[src/cbv_pkg.sv]
package cbv_pkg;

    localparam int SIZE_BITS  = 24;
    localparam int MAX_DIGITS = 7;
    localparam int DCNT_BITS  = 4;
    localparam int LEN_BITS   = 32;

    localparam logic [7:0] CH_CR = 8'h0D;
    localparam logic [7:0] CH_LF = 8'h0A;
    localparam logic [7:0] CH_D0 = 8'h30;
    localparam logic [7:0] CH_D9 = 8'h39;

    typedef enum logic [2:0] {
        PH_SIZE     = 3'd0,
        PH_SIZE_LF  = 3'd1,
        PH_DATA     = 3'd2,
        PH_DATA_LF  = 3'd3,
        PH_TRAIL_CR = 3'd4,
        PH_TRAIL_LF = 3'd5,
        PH_OVER     = 3'd6,
        PH_OVER_LF  = 3'd7
    } t_phase;

    typedef enum logic [1:0] {
        ST_CONT = 2'd0,
        ST_DONE = 2'd1,
        ST_BAD  = 2'd2,
        ST_MORE = 2'd3
    } t_status;

    typedef struct packed {
        logic       is_cr;
        logic       is_lf;
        logic       is_digit;
        logic [3:0] digit;
        logic       first;
        logic       last;
    } t_item;

endpackage

[src/chunked_body_validator.sv]
// a result reaches the outputs through the queue, then the output register
// throughput: 1 byte per cycle while i_stall is low, set by the parser update in the back end
// a 2-entry queue between byte intake and parser lets each side stall on its own
// reset (synchronous, active low) empties the queue, drops output valid and
// returns the parser to the size line with all counts at zero
module chunked_body_validator (
    input  logic        i_clk,
    input  logic        i_rst_n,
    input  logic        i_valid,
    output logic        o_stall,
    input  logic [7:0]  i_data_byte,
    input  logic        i_first_byte,
    input  logic        i_last_available,
    output logic        o_valid,
    input  logic        i_stall,
    output logic [1:0]  o_status,
    output logic [31:0] o_body_length
);

    cbv_pkg::t_item w_in_item;
    cbv_pkg::t_item w_q_item;
    logic           w_push;
    logic           w_full;
    logic           w_pop;
    logic           w_avail;

    cbv_front u_front (
        .i_valid          (i_valid),
        .o_stall          (o_stall),
        .i_data_byte      (i_data_byte),
        .i_first_byte     (i_first_byte),
        .i_last_available (i_last_available),
        .o_push           (w_push),
        .o_item           (w_in_item),
        .i_full           (w_full)
    );

    cbv_queue u_queue (
        .i_clk   (i_clk),
        .i_rst_n (i_rst_n),
        .i_push  (w_push),
        .i_item  (w_in_item),
        .o_full  (w_full),
        .i_pop   (w_pop),
        .o_avail (w_avail),
        .o_item  (w_q_item)
    );

    cbv_back u_back (
        .i_clk         (i_clk),
        .i_rst_n       (i_rst_n),
        .i_avail       (w_avail),
        .i_item        (w_q_item),
        .o_pop         (w_pop),
        .o_valid       (o_valid),
        .i_stall       (i_stall),
        .o_status      (o_status),
        .o_body_length (o_body_length)
    );

endmodule

[src/cbv_front.sv]
module cbv_front (
    input  logic           i_valid,
    output logic           o_stall,
    input  logic [7:0]     i_data_byte,
    input  logic           i_first_byte,
    input  logic           i_last_available,
    output logic           o_push,
    output cbv_pkg::t_item o_item,
    input  logic           i_full
);

    logic [7:0] w_sub;

    assign o_stall = i_full;
    assign o_push  = i_valid && !i_full;
    assign w_sub   = i_data_byte - cbv_pkg::CH_D0;

    always_comb begin
        o_item.is_cr    = (i_data_byte == cbv_pkg::CH_CR);
        o_item.is_lf    = (i_data_byte == cbv_pkg::CH_LF);
        o_item.is_digit = (i_data_byte >= cbv_pkg::CH_D0) && (i_data_byte <= cbv_pkg::CH_D9);
        o_item.digit    = w_sub[3:0];
        o_item.first    = i_first_byte;
        o_item.last     = i_last_available;
    end

endmodule

[src/cbv_queue.sv]
module cbv_queue (
    input  logic           i_clk,
    input  logic           i_rst_n,
    input  logic           i_push,
    input  cbv_pkg::t_item i_item,
    output logic           o_full,
    input  logic           i_pop,
    output logic           o_avail,
    output cbv_pkg::t_item o_item
);

    cbv_pkg::t_item r_mem [2];
    logic           r_wp;
    logic           r_rp;
    logic [1:0]     r_cnt;
    logic [1:0]     n_cnt;

    assign o_full  = (r_cnt == 2'd2);
    assign o_avail = (r_cnt != 2'd0);
    assign o_item  = r_mem[r_rp];

    always_comb begin
        n_cnt = r_cnt;
        if (i_push && !i_pop) begin
            n_cnt = r_cnt + 2'd1;
        end else if (!i_push && i_pop) begin
            n_cnt = r_cnt - 2'd1;
        end
    end

    always_ff @(posedge i_clk) begin
        if (i_push) begin
            r_mem[r_wp] <= i_item;
        end
        if (!i_rst_n) begin
            r_wp  <= 1'b0;
            r_rp  <= 1'b0;
            r_cnt <= 2'd0;
        end else begin
            if (i_push) begin
                r_wp <= !r_wp;
            end
            if (i_pop) begin
                r_rp <= !r_rp;
            end
            r_cnt <= n_cnt;
        end
    end

endmodule

[src/cbv_back.sv]
module cbv_back (
    input  logic                         i_clk,
    input  logic                         i_rst_n,
    input  logic                         i_avail,
    input  cbv_pkg::t_item               i_item,
    output logic                         o_pop,
    output logic                         o_valid,
    input  logic                         i_stall,
    output logic [1:0]                   o_status,
    output logic [cbv_pkg::LEN_BITS-1:0] o_body_length
);

    localparam int VB = cbv_pkg::SIZE_BITS + 4;

    cbv_pkg::t_phase                r_phase, n_phase, w_phase;
    cbv_pkg::t_status               r_sticky, n_sticky, w_sticky, w_st;
    logic [cbv_pkg::SIZE_BITS-1:0]  r_chunk, n_chunk, w_chunk;
    logic [cbv_pkg::SIZE_BITS-1:0]  r_dcnt, n_dcnt, w_dcnt;
    logic [cbv_pkg::DCNT_BITS-1:0]  r_digits, n_digits, w_digits;
    logic [cbv_pkg::LEN_BITS-1:0]   r_cons, n_cons, w_cons;
    logic [VB-1:0]                  w_v;
    logic                           r_ovalid;
    logic [1:0]                     r_ostatus, n_ostatus;
    logic [cbv_pkg::LEN_BITS-1:0]   r_olen, n_olen;

    assign o_pop         = i_avail && (!r_ovalid || !i_stall);
    assign o_valid       = r_ovalid;
    assign o_status      = r_ostatus;
    assign o_body_length = r_olen;

    always_comb begin
        if (i_item.first) begin
            w_phase  = cbv_pkg::PH_SIZE;
            w_sticky = cbv_pkg::ST_CONT;
            w_chunk  = '0;
            w_dcnt   = '0;
            w_digits = '0;
            w_cons   = '0;
        end else begin
            w_phase  = r_phase;
            w_sticky = r_sticky;
            w_chunk  = r_chunk;
            w_dcnt   = r_dcnt;
            w_digits = r_digits;
            w_cons   = r_cons;
        end
        w_v = {1'b0, w_chunk, 3'b000} + {3'b000, w_chunk, 1'b0}
            + {{(VB-4){1'b0}}, i_item.digit};

        n_phase  = w_phase;
        n_sticky = w_sticky;
        n_chunk  = w_chunk;
        n_dcnt   = w_dcnt;
        n_digits = w_digits;
        n_cons   = w_cons;
        w_st     = cbv_pkg::ST_CONT;

        if (w_sticky != cbv_pkg::ST_CONT) begin
            n_ostatus = w_sticky;
            n_olen    = (w_sticky == cbv_pkg::ST_DONE) ? w_cons : '0;
        end else begin
            if (w_cons != '1) begin
                n_cons = w_cons + cbv_pkg::LEN_BITS'(1);
            end
            case (w_phase)
                cbv_pkg::PH_SIZE: begin
                    if (i_item.is_cr) begin
                        if (w_digits == '0) begin
                            w_st = cbv_pkg::ST_BAD;
                        end else begin
                            n_phase = cbv_pkg::PH_SIZE_LF;
                        end
                    end else if (i_item.is_digit) begin
                        if (w_digits >= cbv_pkg::DCNT_BITS'(cbv_pkg::MAX_DIGITS)
                            || w_v[VB-1:cbv_pkg::SIZE_BITS] != '0) begin
                            w_st = cbv_pkg::ST_BAD;
                        end else begin
                            n_chunk  = w_v[cbv_pkg::SIZE_BITS-1:0];
                            n_digits = w_digits + cbv_pkg::DCNT_BITS'(1);
                        end
                    end else begin
                        w_st = cbv_pkg::ST_BAD;
                    end
                end
                cbv_pkg::PH_SIZE_LF: begin
                    if (!i_item.is_lf) begin
                        w_st = cbv_pkg::ST_BAD;
                    end else if (w_chunk == '0) begin
                        n_phase = cbv_pkg::PH_TRAIL_CR;
                    end else begin
                        n_phase = cbv_pkg::PH_DATA;
                        n_dcnt  = '0;
                    end
                end
                cbv_pkg::PH_DATA: begin
                    if (i_item.is_cr) begin
                        n_phase = cbv_pkg::PH_DATA_LF;
                    end else if (w_dcnt >= w_chunk) begin
                        n_phase = cbv_pkg::PH_OVER;
                    end else begin
                        n_dcnt = w_dcnt + cbv_pkg::SIZE_BITS'(1);
                    end
                end
                cbv_pkg::PH_DATA_LF: begin
                    if (!i_item.is_lf || w_dcnt != w_chunk) begin
                        w_st = cbv_pkg::ST_BAD;
                    end else begin
                        n_phase  = cbv_pkg::PH_SIZE;
                        n_chunk  = '0;
                        n_digits = '0;
                        n_dcnt   = '0;
                    end
                end
                cbv_pkg::PH_TRAIL_CR: begin
                    if (i_item.is_cr) begin
                        n_phase = cbv_pkg::PH_TRAIL_LF;
                    end else begin
                        w_st = cbv_pkg::ST_BAD;
                    end
                end
                cbv_pkg::PH_TRAIL_LF: begin
                    w_st = i_item.is_lf ? cbv_pkg::ST_DONE : cbv_pkg::ST_BAD;
                end
                cbv_pkg::PH_OVER: begin
                    if (i_item.is_cr) begin
                        n_phase = cbv_pkg::PH_OVER_LF;
                    end
                end
                default: begin
                    w_st = cbv_pkg::ST_BAD;
                end
            endcase
            if (w_st != cbv_pkg::ST_CONT) begin
                n_sticky = w_st;
            end else if (i_item.last) begin
                w_st = cbv_pkg::ST_MORE;
            end
            n_ostatus = w_st;
            n_olen    = (w_st == cbv_pkg::ST_DONE) ? n_cons : '0;
        end
    end

    always_ff @(posedge i_clk) begin
        if (o_pop) begin
            r_ostatus <= n_ostatus;
            r_olen    <= n_olen;
        end
        if (!i_rst_n) begin
            r_phase  <= cbv_pkg::PH_SIZE;
            r_sticky <= cbv_pkg::ST_CONT;
            r_chunk  <= '0;
            r_dcnt   <= '0;
            r_digits <= '0;
            r_cons   <= '0;
            r_ovalid <= 1'b0;
        end else begin
            if (o_pop) begin
                r_phase  <= n_phase;
                r_sticky <= n_sticky;
                r_chunk  <= n_chunk;
                r_dcnt   <= n_dcnt;
                r_digits <= n_digits;
                r_cons   <= n_cons;
                r_ovalid <= 1'b1;
            end else if (!i_stall) begin
                r_ovalid <= 1'b0;
            end
        end
    end

endmodule

[config.mk]
export PLATFORM = sky130hd
export DESIGN_NAME = chunked_body_validator
export DESIGN_NICKNAME = d
export VERILOG_FILES = /design/src/cbv_pkg.sv /design/src/chunked_body_validator.sv /design/src/cbv_front.sv /design/src/cbv_queue.sv /design/src/cbv_back.sv
export SDC_FILE = /design/constraint.sdc
export NUM_CORES = 1
export LEC_CHECK = 0
export BUFFER_PORTS_ARGS = -buffer_cell sky130_fd_sc_hd__buf_2
export CAP_MARGIN = 30
export CORE_MARGIN = 2
export CORE_UTILIZATION = 50
export CTS_CLUSTER_SIZE = 16
export DETAILED_ROUTE_END_ITERATION = 7
export PLACE_DENSITY = 0.7
export SYNTH_ARGS = -nofsm -noshare
export SYNTH_HDL_FRONTEND = slang
export SYNTH_SLANG_ARGS = --single-unit
[constraint.sdc]
create_clock -name i_clk -period 5.1 [get_ports i_clk]
set_input_delay 0.255 -clock i_clk [delete_from_list [all_inputs] [get_ports i_clk]]
set_output_delay 0.255 -clock i_clk [all_outputs]
set_load 0.01 [all_outputs]
==> flow_metrics.py <==
metrics = {
    "outcome": {
        "status": "finished clean",
    },
    "drt": {
        "routed_wirelength_um": 29700,
        "drtPass1Iterations": 6,
        "vias": 10100,
        "wl_per_cell_um": 18.7,
        "drt_iter0_markers": 1023,
        "routed_via_density": 6.35,
        "postRouteAntennaNets": 0,
        "drc_errors": 0,
    },
    "power_and_ir_drop": {
        "pwr-share-clk_pct": 28.7,
        "p_leak_nw": 4.58,
        "power_switching_share_pct": 40.8,
        "p_per_area_nw_per_um2": 387,
        "p_int_mw": 2.60,
        "pwr-share-seq_pct": 35.1,
        "vdd_drop_max_mv": 0.283,
        "power_frac_comb_pct": 36.2,
        "power.net_switching_mw": 1.79,
    },
    "synthesis": {
        "syn_area_per_cell_sq_um": 7.93,
        "ys_warn_count": 0,
        "synth_area_sq_um": 10300,
        "yosysTopAreaCellShare_pct": 18.4,
        "synth_edf_count": 52,
        "synthTopCellsByCount": "153 x nand2_1, 122 x a21oi_1, 116 x nor2_1",
        "ys.flop_type": "dfxtp_1",
        "synthDistinctLibCells": 76,
        "post-synth-top-area-cell": "dfxtp_1",
        "synth_nets": 1382,
        "async_flop_share_pct": 0,
        "yosysSeqAreaShare_pct": 33.6,
        "synth_area_leaders": "dfxtp_1 18%, edfxtp_1 15%, ha_1 8.1%, a21oi_1 5.9%, nand2_1 5.6%",
        "yosysMostFrequentCell": "nand2_1",
        "ys_ff_latch": 147,
        "synthCells": 1300,
    },
    "global_route": {
        "grt_overflow": 0,
        "track_usage_pct": 27.0,
        "grt_max_degree": 61,
        "first_global_vias": 9425,
        "antenna_found_initial": 0,
        "grt_pass1_wl_um": 47600,
    },
    "finish": {
        "syn_to_final_growth_pct": 10.3,
        "nNetsFinal": 1392,
        "drive_above_1_share_pct": 10.4,
        "finalNonFillerCells": 1593,
        "antenna_cells": 0,
    },
    "clock_network": {
        "h-tree-depth": 4,
        "cts_buffers": 17,
        "cts_buffer_depth": 2,
        "path_clk_slew_ns": 0.07,
        "cts_root_buf": "clkbuf_16",
        "cts_tree": "built",
        "insertion_delay_ns": 0.44,
        "clock_sinks": 147,
        "cts_setup_buffers": 0,
    },
    "placed_design": {
        "io_buffers": 49,
        "placedCellCount": 1560,
        "gp_congestion": 0.916,
        "post-dp-hpwl_um": 21000,
    },
    "worst_setup_path": {
        "cp.arrival_ns": 5.20,
        "critPathLaunchType": "flop",
        "worstSetupPathType": "reg -> reg",
        "end_kind": "flop",
        "critPathRequiredTime_ns": 5.47,
        "path_max_fanout": 16,
    },
    "sta": {
        "setup_viol": 0,
        "tightestPinTransition_ns": 1.08,
        "rsz0062_at_grt": "false",
        "hold_viol": 0,
        "holdWs_ns": 0.0217,
        "post-route-period-util_pct": 94.7,
        "slew_violations": 0,
        "skew_ns": 0.00863,
        "timing.setup.tns_ns": 0,
        "fmax_mhz": 207,
        "post-route-min-period_ns": 4.83,
        "max_slew_margin_pct": 27.6,
    },
    "floorplan": {
        "fp.coreArea_sq_um": 20200,
        "rows": 52,
        "die_h_um": 148,
        "start_util_pct": 50.9,
        "dieArea_sq_um": 21800,
        "die_w_um": 148,
        "pin_count": 50,
    },
    "worst_hold_path": {
        "hold_path.class": "in -> reg",
        "hp-start": "i_first_byte",
    },
    "run": {
        "cap_violations": 0,
    },
}
cells by family (layout without fill, tap and decap cells):
| kind of cell | after synthesis | in the layout | synth area share [%] |
|---|---|---|---|
| compound gates | 395 | 395 | 24.1 |
| xor+xnor | 37 | 37 | 3.14 |
| fa+ha+maj | 68 | 68 | 8.33 |
| buf+inv | 128 | 151 | 4.78 |
| flops | 147 | 147 | 33.6 |
| mux | 18 | 18 | 1.98 |
| simple gates | 507 | 507 | 24.0 |
worst max-delay path, cell delays in order, from the launching register on:
cell and delay (ns):
dfxtp_1 0.40, mux2i_4 0.55, nand2_1 0.23, xor2_1 0.21
ha_1 0.33, fa_1 0.49, a211oi_1 0.20, o21ai_0 0.15
o211ai_1 0.32, a41oi_1 0.22, xnor2_1 0.31, nand3_2 0.22
nor3_2 0.57, mux2_2 0.40, a31oi_1 0.15
what timing repair did:
item	CTS	global route
hold buffers	1	0
endpoints found under the hold margin	2	0
setup endpoints to repair	0	23
gates resized for setup	0	3
placed cells by master, fill, tap and decap left out, types with 20 or more instances in the layout:
cell type,instances
nor2_1,116
a21oi_1,122
nand3_1,65
o31ai_1,20
o21ai_0,96
ha_1,67
inv_1,48
a31oi_1,25
and2_1,21
dfxtp_1,95
nor3_1,29
and3_1,27
buf_2,49
a22o_1,20
nand2_1,153
edfxtp_1,52
nand4_1,24
through the flow:
stage                     instance area, sq um  power (mW)  setup WS [ns]  utilization, %
after CTS                                11400        4.37         0.0800            56.1
after global routing                     11400        4.59         0.0384            56.2
after floorplan                          10300        2.60         0.0186               -
after global placement                   10800        3.09          0.179            53.1
after detailed placement                 10800        3.11          0.108            53.1
final                                    11400        4.40          0.268            56.2
path summary, 6_finish.rpt:
check                                          to  slack [ns]  cells after the start
setup / recovery  u_back.r_chunk[14]$_SDFFE_PN0P_        0.27                     14
hold / removal      u_queue.r_mem[1][1]$_DFFE_PP_        0.02                      1
setup reg to reg  u_back.r_chunk[14]$_SDFFE_PN0P_        0.27                     14
hold reg to reg    u_back.r_dcnt[17]$_SDFFE_PN0P_        0.46                      1
flip-flops by register name, indices dropped and copies added, names as in the netlist, 3 cells and up, named ones only:
register	flops
u_back.o_body_length	32
u_back.r_cons	32
u_back.r_chunk	24
u_back.r_dcnt	24
u_queue.r_mem	18
u_back.r_digits	4
u_back.r_phase	3
final cells by class:
class                      count  area [sq um]
clock buffer                  17           425
inverter                      50           188
sequential                   147          3460
timing repair buffer          69           398
fill                        1870          8870
tap                          270           338
clock inverter                15           163
multi-input combinational   1025          6390
power groups by stage:
stage	clock network, mW	logic (mW)	registers [mW]
after global placement	0	1.53	1.56
after floorplan	0	1.01	1.59
after global routing	1.32	1.71	1.56
after detailed placement	0	1.55	1.56
final	1.26	1.59	1.54
after CTS	1.27	1.55	1.54
layer usage:
layer | global-route usage (%) | up-vias | wire length (um)
li1 | - | 4853 | -
met1 | 34.2 | 4705 | 12400
met2 | 46.1 | 476 | 14200
met3 | 3.73 | 85 | 2090
met4 | 11.4 | 0 | 1000
met5 | 0 | - | 0
Power figures use the tool's default switching activity.
